**src/hdl/mdmq_pkg.sv**
```systemverilog
// shared types and constants for the multiply/divide unit with mq
package mdmq_pkg;

	typedef enum logic [2:0] {
		OP_DIVW  = 3'd0,
		OP_DIVWU = 3'd1,
		OP_DOZ   = 3'd2,
		OP_MUL   = 3'd3,
		OP_DIV   = 3'd4,
		OP_DIVS  = 3'd5,
		OP_SETMQ = 3'd6,
		OP_NOP   = 3'd7
	} op_t;

	localparam logic [31:0] SIGN32 = 32'h8000_0000;
	localparam logic [31:0] ALL32  = 32'hFFFF_FFFF;
	localparam int unsigned STEPS  = 64;
	localparam int unsigned IN_W   = 72;
	localparam int unsigned OUT_W  = 72;

	typedef struct packed {
		logic [31:0] result;
		logic        result_write;
		logic        ov_write;
		logic        ov_value;
		logic        cr0_write;
		logic [3:0]  cr0_field;
		logic [31:0] mq_value;
	} res_t;

	function automatic logic [3:0] cr0_of(input logic [31:0] v, input logic so);
		logic [2:0] c;
		begin
			if (v[31])
				c = 3'b100;
			else if (v != 32'd0)
				c = 3'b010;
			else
				c = 3'b001;
			cr0_of = {c, so};
		end
	endfunction

endpackage

```
**src/hdl/multiply_divide_mq_unit.sv**
```systemverilog
// Integer multiply/divide unit with the MQ register: one instruction per input beat, one result
// beat each. doz, set mq and unused code 7 finish right away: the result beat can be taken in
// the cycle after the input beat. mul, divw, divwu, div and divs run one shared 65-bit adder
// and shift datapath one bit per cycle: mul steps through the multiplier bits, the divides
// run a restoring divide on the 64-bit magnitude, then a finish state writes the output
// register. The input is ready only while the unit is idle, which is again the cycle after
// the result beat is taken; a finished result sits in the output register until taken.
module multiply_divide_mq_unit import mdmq_pkg::*; (
	input  logic        clk,
	input  logic        arst_n,
	input  logic        s_tvalid,
	output logic        s_tready,
	// operation[2:0], operand_a[34:3], operand_b[66:35], overflow_enable[67],
	// record_enable[68], summary_overflow_in[69], zero fill
	input  logic [71:0] s_tdata,
	output logic        m_tvalid,
	input  logic        m_tready,
	// result[31:0], result_write[32], ov_write[33], ov_value[34], cr0_write[35],
	// cr0_field[39:36], mq_value[71:40]
	output logic [71:0] m_tdata
);

	typedef enum logic [2:0] {ST_IDLE, ST_MUL, ST_DIV, ST_FIN, ST_OUT} state_t;

	state_t      state_q;
	op_t         op_q;
	logic [31:0] mq_q;
	logic        oe_q, rc_q, so_q;
	logic [63:0] acc_q;    // mul: multiplier bits; div: dividend magnitude shifting into quotient
	logic [63:0] rem_q;    // partial remainder, or the mul product
	logic [63:0] dsr_q;    // divisor magnitude (or multiplicand)
	logic        dneg_q, qneg_q, bz_q;
	logic [6:0]  cnt_q;
	res_t        res_q;

	// decoded input
	op_t         in_op;
	logic [31:0] in_a, in_b;
	assign in_op = op_t'(s_tdata[2:0]);
	assign in_a  = s_tdata[34:3];
	assign in_b  = s_tdata[66:35];

	// shared 65-bit adder
	logic [63:0] rem_sh;
	logic [64:0] alu_x, alu_y, alu_s;
	logic        alu_c;
	assign rem_sh = {rem_q[62:0], acc_q[63]};
	always_comb begin
		alu_x = {1'b0, rem_q};
		alu_y = 65'd0;
		alu_c = 1'b0;
		if (state_q == ST_DIV) begin
			alu_x = {1'b0, rem_sh};
			alu_y = ~{1'b0, dsr_q};
			alu_c = 1'b1;
		end else if (acc_q[0]) begin
			// top multiplier bit has negative weight
			if (cnt_q == 7'd31) begin
				alu_y = ~{1'b0, dsr_q};
				alu_c = 1'b1;
			end else begin
				alu_y = {1'b0, dsr_q};
			end
		end
	end
	assign alu_s = alu_x + alu_y + {64'd0, alu_c};

	// setup values
	logic [63:0] dd_in, ud_in, ub_in;
	logic        dneg_in, bneg_in;
	always_comb begin
		if (in_op == OP_DIV)
			dd_in = {in_a, mq_q};
		else if (in_op == OP_DIVWU)
			dd_in = {32'd0, in_a};
		else
			dd_in = {{32{in_a[31]}}, in_a};
		dneg_in = (in_op != OP_DIVWU) && dd_in[63];
		bneg_in = (in_op != OP_DIVWU) && in_b[31];
		ud_in   = dneg_in ? (~dd_in) + 64'd1 : dd_in;
		ub_in   = {32'd0, bneg_in ? (~in_b) + 32'd1 : in_b};
	end

	// ST_FIN values: div acc_q quotient, rem_q remainder magnitudes; mul rem_q product
	logic [31:0] qv, rv, fin_r, fin_mq, cr_src;
	logic        fits, fin_ov;
	logic [63:0] pm;
	always_comb begin
		qv   = qneg_q ? 32'd0 - acc_q[31:0] : acc_q[31:0];
		rv   = dneg_q ? 32'd0 - rem_q[31:0] : rem_q[31:0];
		fits = qneg_q ? (acc_q <= 64'h8000_0000) : (acc_q <= 64'h7FFF_FFFF);
		pm   = rem_q;
		fin_r  = 32'd0;
		fin_mq = mq_q;
		fin_ov = 1'b0;
		case (op_q)
			OP_DIVW: begin
				if (bz_q || !fits)
					fin_ov = 1'b1;
				else
					fin_r = qv;
			end
			OP_DIVWU: begin
				if (bz_q)
					fin_ov = 1'b1;
				else
					fin_r = acc_q[31:0];
			end
			OP_MUL: begin
				fin_r  = pm[63:32];
				fin_mq = pm[31:0];
				fin_ov = (pm[63:32] != {32{pm[31]}});
			end
			OP_DIV, OP_DIVS: begin
				if (bz_q) begin
					fin_mq = 32'd0;
					fin_ov = 1'b1;
				end else if (!fits) begin
					fin_r  = SIGN32;
					fin_mq = 32'd0;
					fin_ov = 1'b1;
				end else begin
					fin_r  = qv;
					fin_mq = rv;
				end
			end
			default: ;
		endcase
		cr_src = (op_q == OP_MUL || op_q == OP_DIV || op_q == OP_DIVS) ? fin_mq : fin_r;
	end

	// doz and immediate ops
	logic [31:0] doz_r;
	logic        doz_ov, doz_gt;
	assign doz_gt = (in_a ^ SIGN32) > (in_b ^ SIGN32);
	assign doz_r  = doz_gt ? 32'd0 : in_b - in_a;
	assign doz_ov = !doz_gt && (((in_a ^ in_b) & (doz_r ^ in_b)) >> 31 != 32'd0);

	logic in_oe, in_rc, in_so;
	assign in_oe = s_tdata[67];
	assign in_rc = s_tdata[68];
	assign in_so = s_tdata[69];

	res_t imm_res;
	always_comb begin
		imm_res = '0;
		imm_res.mq_value = mq_q;
		case (in_op)
			OP_DOZ: begin
				imm_res.result       = doz_r;
				imm_res.result_write = 1'b1;
				imm_res.ov_write     = in_oe;
				imm_res.ov_value     = in_oe & doz_ov;
				imm_res.cr0_write    = in_rc;
				imm_res.cr0_field    = in_rc ? cr0_of(doz_r, in_so | (in_oe & doz_ov)) : 4'd0;
			end
			OP_SETMQ: imm_res.mq_value = in_a;
			default: ;
		endcase
	end

	always_ff @(posedge clk or negedge arst_n) begin
		if (!arst_n) begin
			state_q <= ST_IDLE;
			mq_q    <= 32'd0;
			cnt_q   <= 7'd0;
		end else begin
			case (state_q)
				ST_IDLE: begin
					if (s_tvalid) begin
						op_q   <= in_op;
						oe_q   <= in_oe;
						rc_q   <= in_rc;
						so_q   <= in_so;
						bz_q   <= (in_b == 32'd0);
						dneg_q <= dneg_in;
						qneg_q <= dneg_in != bneg_in;
						rem_q  <= 64'd0;
						cnt_q  <= 7'd0;
						res_q  <= imm_res;
						case (in_op)
							OP_DOZ: state_q <= ST_OUT;
							OP_SETMQ: begin
								mq_q <= in_a;
								state_q <= ST_OUT;
							end
							OP_MUL: begin
								acc_q   <= {32'd0, in_b};
								dsr_q   <= {{32{in_a[31]}}, in_a};
								state_q <= ST_MUL;
							end
							OP_DIVW, OP_DIVWU, OP_DIV, OP_DIVS: begin
								acc_q   <= ud_in;
								dsr_q   <= ub_in;
								state_q <= ST_DIV;
							end
							default: state_q <= ST_OUT;
						endcase
					end
				end
				ST_MUL: begin
					// shift-add on the multiplier bits
					rem_q <= alu_s[63:0];
					dsr_q <= {dsr_q[62:0], 1'b0};
					acc_q <= {1'b0, acc_q[63:1]};
					cnt_q <= cnt_q + 7'd1;
					if (cnt_q == 7'd31) begin
						state_q <= ST_FIN;
					end
				end
				ST_DIV: begin
					if (!alu_s[64]) begin
						rem_q <= alu_s[63:0];
						acc_q <= {acc_q[62:0], 1'b1};
					end else begin
						rem_q <= rem_sh;
						acc_q <= {acc_q[62:0], 1'b0};
					end
					cnt_q <= cnt_q + 7'd1;
					if (cnt_q == 7'(STEPS - 1))
						state_q <= ST_FIN;
				end
				ST_FIN: begin
					mq_q <= fin_mq;
					res_q.result       <= fin_r;
					res_q.result_write <= 1'b1;
					res_q.ov_write     <= oe_q;
					res_q.ov_value     <= oe_q & fin_ov;
					res_q.cr0_write    <= rc_q;
					res_q.cr0_field    <= rc_q ? cr0_of(cr_src, so_q | (oe_q & fin_ov)) : 4'd0;
					res_q.mq_value     <= fin_mq;
					state_q <= ST_OUT;
				end
				ST_OUT: begin
					if (m_tready)
						state_q <= ST_IDLE;
				end
				default: state_q <= ST_IDLE;
			endcase
		end
	end

	assign s_tready = (state_q == ST_IDLE);
	assign m_tvalid = (state_q == ST_OUT);
	assign m_tdata  = {res_q.mq_value, res_q.cr0_field, res_q.cr0_write, res_q.ov_value,
		res_q.ov_write, res_q.result_write, res_q.result};

endmodule

```
**config.mk**
```make
export PLATFORM = sky130hd
export DESIGN_NAME = multiply_divide_mq_unit
export DESIGN_NICKNAME = d
export VERILOG_FILES = /design/src/hdl/mdmq_pkg.sv /design/src/hdl/multiply_divide_mq_unit.sv
export SDC_FILE = /design/constraint.sdc
export NUM_CORES = 1
export LEC_CHECK = 0
export BUFFER_PORTS_ARGS = -buffer_cell sky130_fd_sc_hd__buf_2
export CAP_MARGIN = 0
export CORE_MARGIN = 2
export CORE_UTILIZATION = 45
export DETAILED_ROUTE_END_ITERATION = 10
export GPL_ROUTABILITY_DRIVEN = 1
export GPL_TIMING_DRIVEN = 1
export PLACE_DENSITY = 0.68
export SYNTH_ARGS = -nofsm -noshare
export SYNTH_HDL_FRONTEND = slang
export SYNTH_SLANG_ARGS = --single-unit
```
**constraint.sdc**
```tcl
create_clock -name clk -period 20.9 [get_ports clk]
set_clock_uncertainty 0.05 [all_clocks]
set_input_delay 1.045 -clock clk [delete_from_list [all_inputs] [get_ports clk]]
set_output_delay 1.045 -clock clk [all_outputs]
set_load 0.02 [all_outputs]
```
### After elaboration in Yosys (flattened, before gate mapping)

Index checks and enable logic that the tools add are counted.

| storage, ports and cells | value |
|---|---|
| flip-flop bits (word level) | 315 |
| bits in latches | 0 |
| memory bits (writable) | 0 |
| memory bits (read-only) | 0 |
| bits of input ports | 76 |
| output and inout bits | 74 |
| word-level logic and storage cells | 155 |
| memories kept | 0 |

| operators by class | value |
|---|---|
| add/subtract/negate cells | 8 |
| $mul | 0 |
| divide/modulo/power cells | 0 |
| $lt $le $gt $ge | 3 |
| equality and inequality tests | 24 |
| shift operators | 0 |
| multiplexer cells | 59 |
| bitwise operators | 12 |
| reductions and logical operators | 29 |

Operator list:

| cell | count |
|---|---|
| $mux 64 | 8 |
| $mux 32 | 13 |
| $pmux 64 s2 | 3 |
| $pmux 64 s3 | 2 |
| $mux 65 | 3 |
| $pmux 72 s2 | 1 |
| $pmux 32 s2 | 2 |
| $pmux 32 s4 | 1 |
| $mux 72 | 1 |
| $add 65x1->65 | 1 |
| $add 65x65->65 | 1 |
| $not 64->65 | 1 |
| $add 64x1->64 const B | 1 |
| $le 64x31->1 const B | 1 |
| $le 64x32->1 const B | 1 |
| $not 64->64 | 1 |
| $reduce_bool 32->1 | 2 |
| $sub 1x32->32 const A | 2 |
| $xor 32x32->32 | 2 |
| $mux 40 | 1 |
| $add 32x1->32 const B | 1 |
| $and 32x32->32 | 1 |
| $gt 32x32->1 | 1 |
| $logic_not 32->1 | 1 |
| 36 further kinds | 83 |

### Longest topological paths before layout

Gate-level depths: netlist (run 1).

| logic depth | value |
|---|---|
| depth after elaboration | 12 |
| gate-level depth with buffers | 25 |
| gate-level depth less buffers | 20 |

### Least setup slack after synthesis (run 1)

OpenSTA, ideal clock, no wires.

| timing path | value |
|---|---|
| kind | input to register |
| start | input s_tdata[1] |
| end | register dsr_q[0] (enable) |
| library setup time | 644 ps |
| arrival time | 8009 ps |
| data required time | 20206 ps |
| path slack | 12197 ps |
| cell stages on the path | 7 |
| path buffers | 4 |
| cell sequence | buf_6 -> clkbuf_1 -> buf_1 -> clkbuf_1 -> nand2_1 -> a21oi_1 -> nor4_1 |

| on the way | value |
|---|---|
| word-level cells in the longest chain between the ends | 4 |
| elaborated cells between the ends (all ways) | 8 |
| classes of those cells | 5 x eq/ne; 3 x reduce/logical |

RTL lines:

| element | RTL line | text |
|---|---|---|
| start: declaration | multiply_divide_mq_unit.sv:15 | `input logic [71:0] s_tdata,` |
| $eq 3x3->1 (tied with other cells) | multiply_divide_mq_unit.sv:181 | `case (in_op)` |
| $reduce_or 4->1 | multiply_divide_mq_unit.sv:181 |  |
| $ne 3x1->1 (no line) (*) | -- |  |
| $reduce_and 4->1 (no line) (*) | -- |  |
| end signal: assignment | multiply_divide_mq_unit.sv:189 | `dsr_q <= {{32{in_a[31]}}, in_a};` |
| end signal: assignment | multiply_divide_mq_unit.sv:194 | `dsr_q <= ub_in;` |
| end signal: assignment | multiply_divide_mq_unit.sv:204 | `dsr_q <= {dsr_q[62:0], 1'b0};` |
| end: declaration | multiply_divide_mq_unit.sv:31 | `logic [63:0] dsr_q;` |

Every way passes the cells marked *; elsewhere a longest branch is shown, timed or not.
A chain may end at the register's enable or synchronous reset.

### Worst setup path after layout (run 1)

| timing path | value |
|---|---|
| start | register state_q[2] |
| end | register rem_q[8], in the netlist pm[8] (data pin) |

| on the way | value |
|---|---|
| word-level cells in the longest chain between the ends | 6 |
| elaborated cells between the ends (all ways) | 10 |
| classes of those cells | 2 x add/sub; 2 x eq/ne; 5 x mux; 1 x reduce/logical |

RTL lines:

| element | RTL line | text |
|---|---|---|
| start: declaration | multiply_divide_mq_unit.sv:25 | `state_t state_q;` |
| start signal: assignment | multiply_divide_mq_unit.sv:164 | `state_q <= ST_IDLE;` |
| start signal: assignment | multiply_divide_mq_unit.sv:182 | `OP_DOZ: state_q <= ST_OUT;` |
| start signal: assignment | multiply_divide_mq_unit.sv:185 | `state_q <= ST_OUT;` |
| $eq 3x2->1 | multiply_divide_mq_unit.sv:52, multiply_divide_mq_unit.sv:168 |  |
| $mux 64 / $mux 65 (equally long branches) | multiply_divide_mq_unit.sv:52 | `if (state_q == ST_DIV) begin` |
| $add 65x65->65 | multiply_divide_mq_unit.sv:66 | `assign alu_s = alu_x + alu_y + {64'd0, alu_c};` |
| $add 65x1->65 | multiply_divide_mq_unit.sv:66 |  |
| $mux 64 | multiply_divide_mq_unit.sv:212 | `if (!alu_s[64]) begin` |
| $pmux 64 s3 (*) | multiply_divide_mq_unit.sv:168 | `case (state_q)` |
| end signal: assignment | multiply_divide_mq_unit.sv:203 | `rem_q <= alu_s[63:0];` |
| end signal: assignment | multiply_divide_mq_unit.sv:213 | `rem_q <= alu_s[63:0];` |
| end signal: assignment | multiply_divide_mq_unit.sv:216 | `rem_q <= rem_sh;` |
| end: declaration | multiply_divide_mq_unit.sv:30 | `logic [63:0] rem_q;` |

Marked as above.

==> qor.yml, run 1 <==
floorplan:
  initial_core_util_pct: 45.52
  rows: 90
  ios: 150
  die_area_mm2: 0.06316
  core_area_mm2: 0.06047
  fp.dieW_um: 251.3
  die_y_um: 251.3
detailed_routing:
  wire_per_inst_um: 25.68
  wl_um: 108300
  vias_per_cell: 6.528
  dr.pass1.iters: 10
  drt_iter0_drc: 4070
  drc: 0
  num_vias: 27530
  ant_nets: 0
clock_tree:
  clock-sinks: 315
  cts.clk_slew.worst_paths_ns: 0.06
  cts_hold_buf: 0
  ctsResizeCount: 0
  cts_buffer_depth: 3
  clockRootBuffer: "clkbuf_16"
  clock_latency_ns: 0.60
  cts_tree: "yes"
  cts_buffers: 40
  htreeDepth: 2
  post_cts_buffers: 0
setup_path:
  cpPeakStageDelay_ns: 0.61
  crit_path_start_kind: "flop"
  crit_fanout: 65
  worst_path_max_delay_cell: "a21o_1"
  crit_chain: "buf_4, inv_2, nand2_1, or2_2, nand2_2, buf_4, o21ai_0, fa_1, fa_1, nand2b_1, a21oi_1, o21ai_0, a211oi_1, o21ai_0, o211ai_1, or2_2, a31o_2, a21o_1, inv_2, o31ai_1"
  cpMostUsedCell: "o21ai_0"
  reg2reg_from: "state_q[2]"
  worstSetupStartpoint: "state_q[2]"
  critPathArrivalTime_ns: 8.14
  worst_setup_path_end_kind: "flop"
  critPathRequiredTime_ns: 21.25
  worstSetupPathType: "reg -> reg"
logic_synthesis:
  ys_seq_area_share_pct: 33.60
  synth_nets: 3596
  synth_top_area_share_pct: 29.78
  netlist_top_cells_count: "nand2_1 (453), a21oi_1 (368), o21ai_0 (316), nor2_1 (278), edfxtp_1 (273)"
  syn_inst: 3386
  ys.flop_type: "edfxtp_1"
  yosysUniqueCellTypes: 92
  post-synth-top-area-cell: "edfxtp_1"
  syn_avg_cell_area_um2: 8.129
  netlist_top_cells_area: "edfxtp_1 (30%), a21oi_1 (6.7%), nand2_1 (6.2%)"
  synthMostInstantiatedCell: "nand2_1"
  ys_ff_latch: 315
  syn_area_mm2: 0.02753
  synth_warnings: 0
  async_flop_share_pct: 13.33
  synth_edf_count: 273
global_routing:
  grt_pass1_wl_um: 160400
  grt.overflow.total: 0
  antenna_found_initial: 2
  grt_max_degree: 95
  grt_pass1_vias: 24790
  grt.total_usage_pct: 33.53
placement:
  placed_cell_area_mm2: 0.02877
  placed_cells: 4141
  hpwlAfterDp_um: 81770
  gp_congestion: 1.074
  post-place-ws_ns: 13.24
  port_buffers: 147
sta:
  finalHoldViolCount: 0
  relSlewSlack_pct: 17.45
  drv_slew: 0
  setup_ws_ns: 13.10
  max_freq_mhz: 128.3
  setup_viol: 0
  period_needed_ns: 7.796
  fin_setup_tns_ns: 0
  rsz0062_at_grt: "no"
  worst_pin_slew_ns: 1.227
  fin_crit_sh_pct: 37.30
final_layout:
  drive_gt1_share_pct: 10.08
  fin_area_mm2: 0.03011
  num-nets-final: 3611
  area_growth_pct: 9.400
  instances_no_fill: 4217
hold_path:
  min_from: "cnt_q[3]"
  min_path_type: "reg -> reg"
pwr:
  total_power_uw: 4913
  power_leakage_uw: 0.01173
  ir_drop_v: 0.0001115
  p_per_area_mw_per_mm2: 163.1
run_status:
  outcome: "complete, no violations"
job:
  maxCapViolCount: 0
-- report_power, final --
group | leakage [uW] | internal, uW | switching, uW
clock network | 0.000640 | 399 | 313
registers | 0.00310 | 1040 | 327
logic | 0.00799 | 1040 | 1790
total | 0.0117 | 2480 | 2430
-- path summary, 6_finish.rpt --
check                        endpoint  slack (ns)  depth (start not counted)
setup reg to reg                pm[8]       13.10                         20
max in group asynchronous  state_q[1]       19.57                          2
min in group asynchronous    mq_q[11]        0.70                          2
hold / removal               cnt_q[3]        0.46                          1
hold reg to reg              cnt_q[3]        0.46                          1
setup / recovery                pm[8]       13.10                         20
-- critical path, delay by kind of cell, from the launching register on --
family / cells / cell delay [ns]
adders and majority gates: 2 / 0.86
DFF: 1 / 0.38
buffers and inverters: 4 / 1.78
AOI/OAI and AO/OA: 9 / 3.30
and+or+nand+nor: 5 / 1.13
-- cells in the final DEF, fill, tap and decap left out, types with 28 or more instances in the layout --
master and n:
xnor2_1 128, a31oi_1 33, or3_1 28, o21a_1 36, nand3_1 60, xor2_1 57, a21o_1 92, mux2i_1 41
nor3_1 73, o21ai_0 316, a22oi_1 56, inv_1 118, o31ai_1 28, o22ai_1 35, mux2_2 40, dfrtp_1 40
buf_4 37, nor4_1 34, nor2_1 273, buf_2 146, a21oi_1 367, nand2_1 451, nand4_1 35, nand2b_1 28
edfxtp_1 273, ha_1 131, a221oi_1 34, clkbuf_16 41
-- cell families after synthesis --
kind of cell	synth area share, %
compound gates	27.36
xor+xnor	5.886
fa+ha+maj	6.173
buf+inv	4.668
flops	33.60
mux	3.127
simple gates	19.18
-- stage by stage --
step,util (%),hold slack [ns]
after detailed placement,47.58,0.4533
after global placement,47.58,0.4427
after global routing,49.80,0.4771
after CTS,49.79,0.4610
final,49.80,0.4554
after floorplan,-,0.4137
-- layer usage --
metal	vias to the layer above	GRT usage (%)	share of wire (%)
met3	283	7.652	11
met4	0	15.82	5.5
met5	-	0	0
li1	12580	-	-
met1	13040	46.53	41
met2	1624	49.35	42
-- flip-flops by register name, summed over array words and instances (netlist names) --
signal and cells:
acc_q 64, bz_q 1, cnt_q 7, dneg_q 1, dsr_q 64, m_tdata 72
mq_q 32, oe_q 1, op_q 3, pm 64, qneg_q 1, rc_q 1
so_q 1, state_q 3
-- layout make-up --
cell class	instances	area (um2)
Sequential cell	315	9251
Inverter	121	454.2
Multi-Input combinational cell	2740	17080
Antenna cell	2	5.005
Fill cell	5834	30360
Clock inverter	29	275.3
Timing Repair Buffer	183	1008
Tap cell	782	978.4
Clock buffer	45	1061
Note: power is estimated with default switching activity, not from simulation.
==> inputs of run 2 (changes only) <==
--- a/config.mk
+++ b/config.mk
@@ -5,6 +5,7 @@
 export SDC_FILE = /design/constraint.sdc
 export NUM_CORES = 1
 export LEC_CHECK = 0
+export ABC_AREA = 1
 export BUFFER_PORTS_ARGS = -buffer_cell sky130_fd_sc_hd__buf_2
 export CAP_MARGIN = 0
 export CORE_MARGIN = 2
@@ -12,7 +13,7 @@
 export DETAILED_ROUTE_END_ITERATION = 10
 export GPL_ROUTABILITY_DRIVEN = 1
 export GPL_TIMING_DRIVEN = 1
-export PLACE_DENSITY = 0.68
+export PLACE_DENSITY = 0.7
 export SYNTH_ARGS = -nofsm -noshare
 export SYNTH_HDL_FRONTEND = slang
 export SYNTH_SLANG_ARGS = --single-unit
==> constraint.sdc (replaced) <==
create_clock -name clk -period 6.4 [get_ports clk]
set_clock_uncertainty 0.05 [all_clocks]
set_input_delay 0.32 -clock clk [delete_from_list [all_inputs] [get_ports clk]]
set_output_delay 0.32 -clock clk [all_outputs]
set_load 0.02 [all_outputs]
==> run 2 against run 1 <==
- register-to-register slack got worse by 12 ns
- largest power group unchanged
- clock power increased to 3.5 times the previous value
- critical path depth up 5
- highest routed layer is now met5
- clock-buffer cell count grew 6
- maximum frequency is 36% higher
- via count rose by 26%
- flip-flop and latch count unchanged
- sequential share of layout area down 3.8 points
==> qor.yml, run 2 <==
clock_tree:
  cts_tree: "yes"
  cts.clk_slew.worst_paths_ns: 0.07  # about the same
  cts_buffer_depth: 3  # unchanged
  clock_latency_ns: 0.61  # about the same
  cts_buffers: 42  # +5.0%
  clockRootBuffer: "clkbuf_16"
  clock-sinks: 315  # unchanged
  htreeDepth: 2  # unchanged
setup_path:
  critPathRequiredTime_ns: 6.70  # -14.55 ns
  timing.rr.end: "pm[13]"
  crit_path_start_kind: "flop"
  crit_fanout: 41  # -37%
  worstSetupPathType: "reg -> reg"
  reg2reg_from: "cnt_q[1]"
  critPathArrivalTime_ns: 6.03  # -2.11 ns
  ff2ff_path_depth: 25  # +25%
  cpPeakStageDelay_ns: 0.55  # -0.06 ns
  worst_path_max_delay_cell: "clkinv_1"
  worst_setup_path_end_kind: "flop"
  cpMostUsedCell: "a21oi_1"
  r2r_slack_ns: 0.67  # -12.43 ns
sta:
  max_freq_mhz: 174.6  # +36%
  finalHoldViolCount: 0  # unchanged
  period_needed_ns: 5.726  # -2.070 ns
  setup_viol: 0  # unchanged
  rsz0062_at_grt: "no"
  worst_pin_slew_ns: 1.391  # +0.1639 ns
  fin_setup_tns_ns: 0  # unchanged
  fin_crit_sh_pct: 89.47  # +52 points
  relSlewSlack_pct: 6.297  # -11 points
  drv_slew: 0  # unchanged
detailed_routing:
  wire_per_inst_um: 24.44  # -4.8%
  vias_per_cell: 5.925  # -9.2%
  num_vias: 34680  # +26%
  wl_um: 143100  # +32%
  drc: 0  # unchanged
  ant_nets: 0  # unchanged
  dr.pass1.iters: 6  # -4
  drt_iter0_drc: 4881  # +20%
logic_synthesis:
  synth_compound_area_share_pct: 20.80  # -6.6 points
  ys_ff_latch: 315  # unchanged
  netlist_top_cells_count: "nand2_1 (1226), inv_1 (601), nor2_1 (565), o21ai_0 (452), a21oi_1 (373)"
  post-synth-top-area-cell: "edfxtp_1"
  syn_inst: 4825  # +42%
  synth_top_family_by_area: "simple AND/OR/NAND/NOR gates"
  synthMostInstantiatedCell: "nand2_1"
  muxShareOfSynthArea_pct: 0  # -3.1 points
  synth_edf_count: 273  # unchanged
  synth_warnings: 0  # unchanged
  synth_nets: 5035  # +40%
  ys.flop_type: "edfxtp_1"
  synthAdderAreaFrac_pct: 5.434  # -0.74 points
  yosysUniqueCellTypes: 63  # -32%
  async_flop_share_pct: 13.33  # unchanged
  syn_avg_cell_area_um2: 6.481  # -20%
  syn_area_mm2: 0.03127  # +14%
  netlist_top_cells_area: "edfxtp_1 (26%), nand2_1 (15%), o21ai_0 (7.2%)"
  synth_top_area_share_pct: 26.22  # -3.6 points
  yosys.area_share.simple_pct: 30.79  # +12 points
  ys_seq_area_share_pct: 29.58  # -4.0 points
  synth-xor-area-share_pct: 3.389  # -2.5 points
pwr:
  power.switching_uw: 11540  # +370%
  seqPwrFrac_pct: 20.7  # -7.2 points
  p_per_area_mw_per_mm2: 595.7  # +270%
  internal_power_uw: 8930  # +260%
  power_frac_clock_pct: 12.3  # -2.2 points
  ir_drop_v: 0.0005181  # +360%
  combPwrFrac_pct: 67.1  # +9.4 points
  power_leakage_uw: 0.01556  # +33%
  p_sw_share_pct: 56.36  # +6.8 points
floorplan:
  initial_core_util_pct: 45.51  # about the same
  die_y_um: 267.6  # +6.5%
  core_area_mm2: 0.06871  # +14%
  fp.dieW_um: 267.6  # +6.5%
  ios: 150  # unchanged
  rows: 96  # +6.7%
  die_area_mm2: 0.07161  # +13%
hold_path:
  min_path_type: "in -> reg"
  min_from: "s_tdata[2]"
  hold_depth: 1  # unchanged
  min_to: "op_q[2]"
global_routing:
  grt_max_degree: 159  # +67%
  grt_pass1_vias: 31420  # +27%
  grt.total_usage_pct: 39.40  # +5.9 points
  grt_pass1_wl_um: 207400  # +29%
  antenna_found_initial: 10  # +8
  grt.overflow.total: 0  # unchanged
final_layout:
  postLayoutCoreUtil_pct: 50.00  # +0.20 points
  num-nets-final: 5099  # +41%
  nFillCells: 7186  # +23%
  layout_common_cells: "nand2_1 (1226), inv_1 (599), nor2_1 (559)"
  largest_reg_flops: 72  # unchanged
  layout_commonest_cell: "nand2_1"
  area_growth_pct: 9.863
  drive_gt1_share_pct: 7.803  # -2.3 points
run_status:
  outcome: "complete, no violations"
placement:
  hpwlAfterDp_um: 112900  # +38%
  gp_congestion: 1.109  # +3.3%
  port_buffers: 147  # unchanged
job:
  maxCapViolCount: 0  # unchanged
run 2: worst max path at each step:
stage,startpoint,to,slack (ns),cells after the start
2_1_floorplan,state_q[2],m_tdata[0],1.29,10
3_3_place_gp,cnt_q[0],pm[8],0.95,25
3_5_place_dp,cnt_q[0],pm[13],0.83,25
4_1_cts,cnt_q[0],pm[13],0.80,25
5_1_grt,cnt_q[1],pm[8],0.23,25
6_report,cnt_q[1],pm[13],0.67,25
run 2: final cells by class:
cell class                      instances  area [um2]  share of cell area, %
Antenna cell                            2       5.005                0.01457
Tap cell                              931        1165                  3.391
Sequential cell                       315        9249                  26.92
Timing Repair Buffer                  208        1234                  3.591
Multi-Input combinational cell       3702       18970                  55.21
Clock buffer                           51        1085                  3.158
Clock inverter                         25       317.8                 0.9251
Inverter                              620        2332                  6.789
run 2: per-stage QoR:
stage / std cells / hold WS, ns / cell area (um2) / worst slack, ns / power (uW)
CTS: 5852 / 0.04721 / 34350 / 0.7978 / 20050
global placement: 5770 / 0.4153 / 32890 / 0.9498 / 17370
finish: 5854 / 0.05931 / 34350 / 0.6741 / 20470
detailed placement: 5770 / 0.4244 / 32890 / 0.8251 / 17480
global route: 5852 / 0.05071 / 34350 / 0.2333 / 21950
floorplan: 4825 / -0.02559 / 31270 / 1.289 / 13160
run 2: what timing repair did:
item	in CTS	in global routing
hold buffers	6	0
setup endpoints to repair	0	0
buffers inserted	0	0
endpoints found under the hold margin	47	0
gates resized for setup	0	0
run 2: layer usage:
metal	up-vias	track usage, %	share of wire [%]	routed length [um]
li1	16300	-	-	-
met2	1970	57.76	41	59050
met5	-	0	0.042	60
met3	350	8.303	11	16030
met4	8	25.58	7.5	10750
met1	16050	52.38	40	57180
run 2: kinds of logic after synthesis:
family	count (synthesis)
flops	315
xor+xnor	121
fa+ha+maj	134
compound gates	1144
simple gates	2303
buf+inv	808
run 2: worst max-delay path: cells and delay by family, from the launching register on:
| family | cells | cell delay (ns) |
|---|---|---|
| buffers and inverters | 6 | 1.56 |
| AND/OR/NAND/NOR | 9 | 1.44 |
| AO/OA/AOI/OAI | 8 | 1.39 |
| adder cells (fa/ha/maj) | 2 | 0.58 |
| flip-flops | 1 | 0.36 |
run 2: power by group through the flow:
stage | Sequential (uW) | Clock, uW | Combinational [uW]
3_3_place_gp | 4200 | 0 | 13200
4_1_cts | 4170 | 2520 | 13400
2_1_floorplan | 4050 | 0 | 9110
6_report | 4230 | 2510 | 13700
5_1_grt | 4290 | 2590 | 15100
3_5_place_dp | 4210 | 0 | 13300
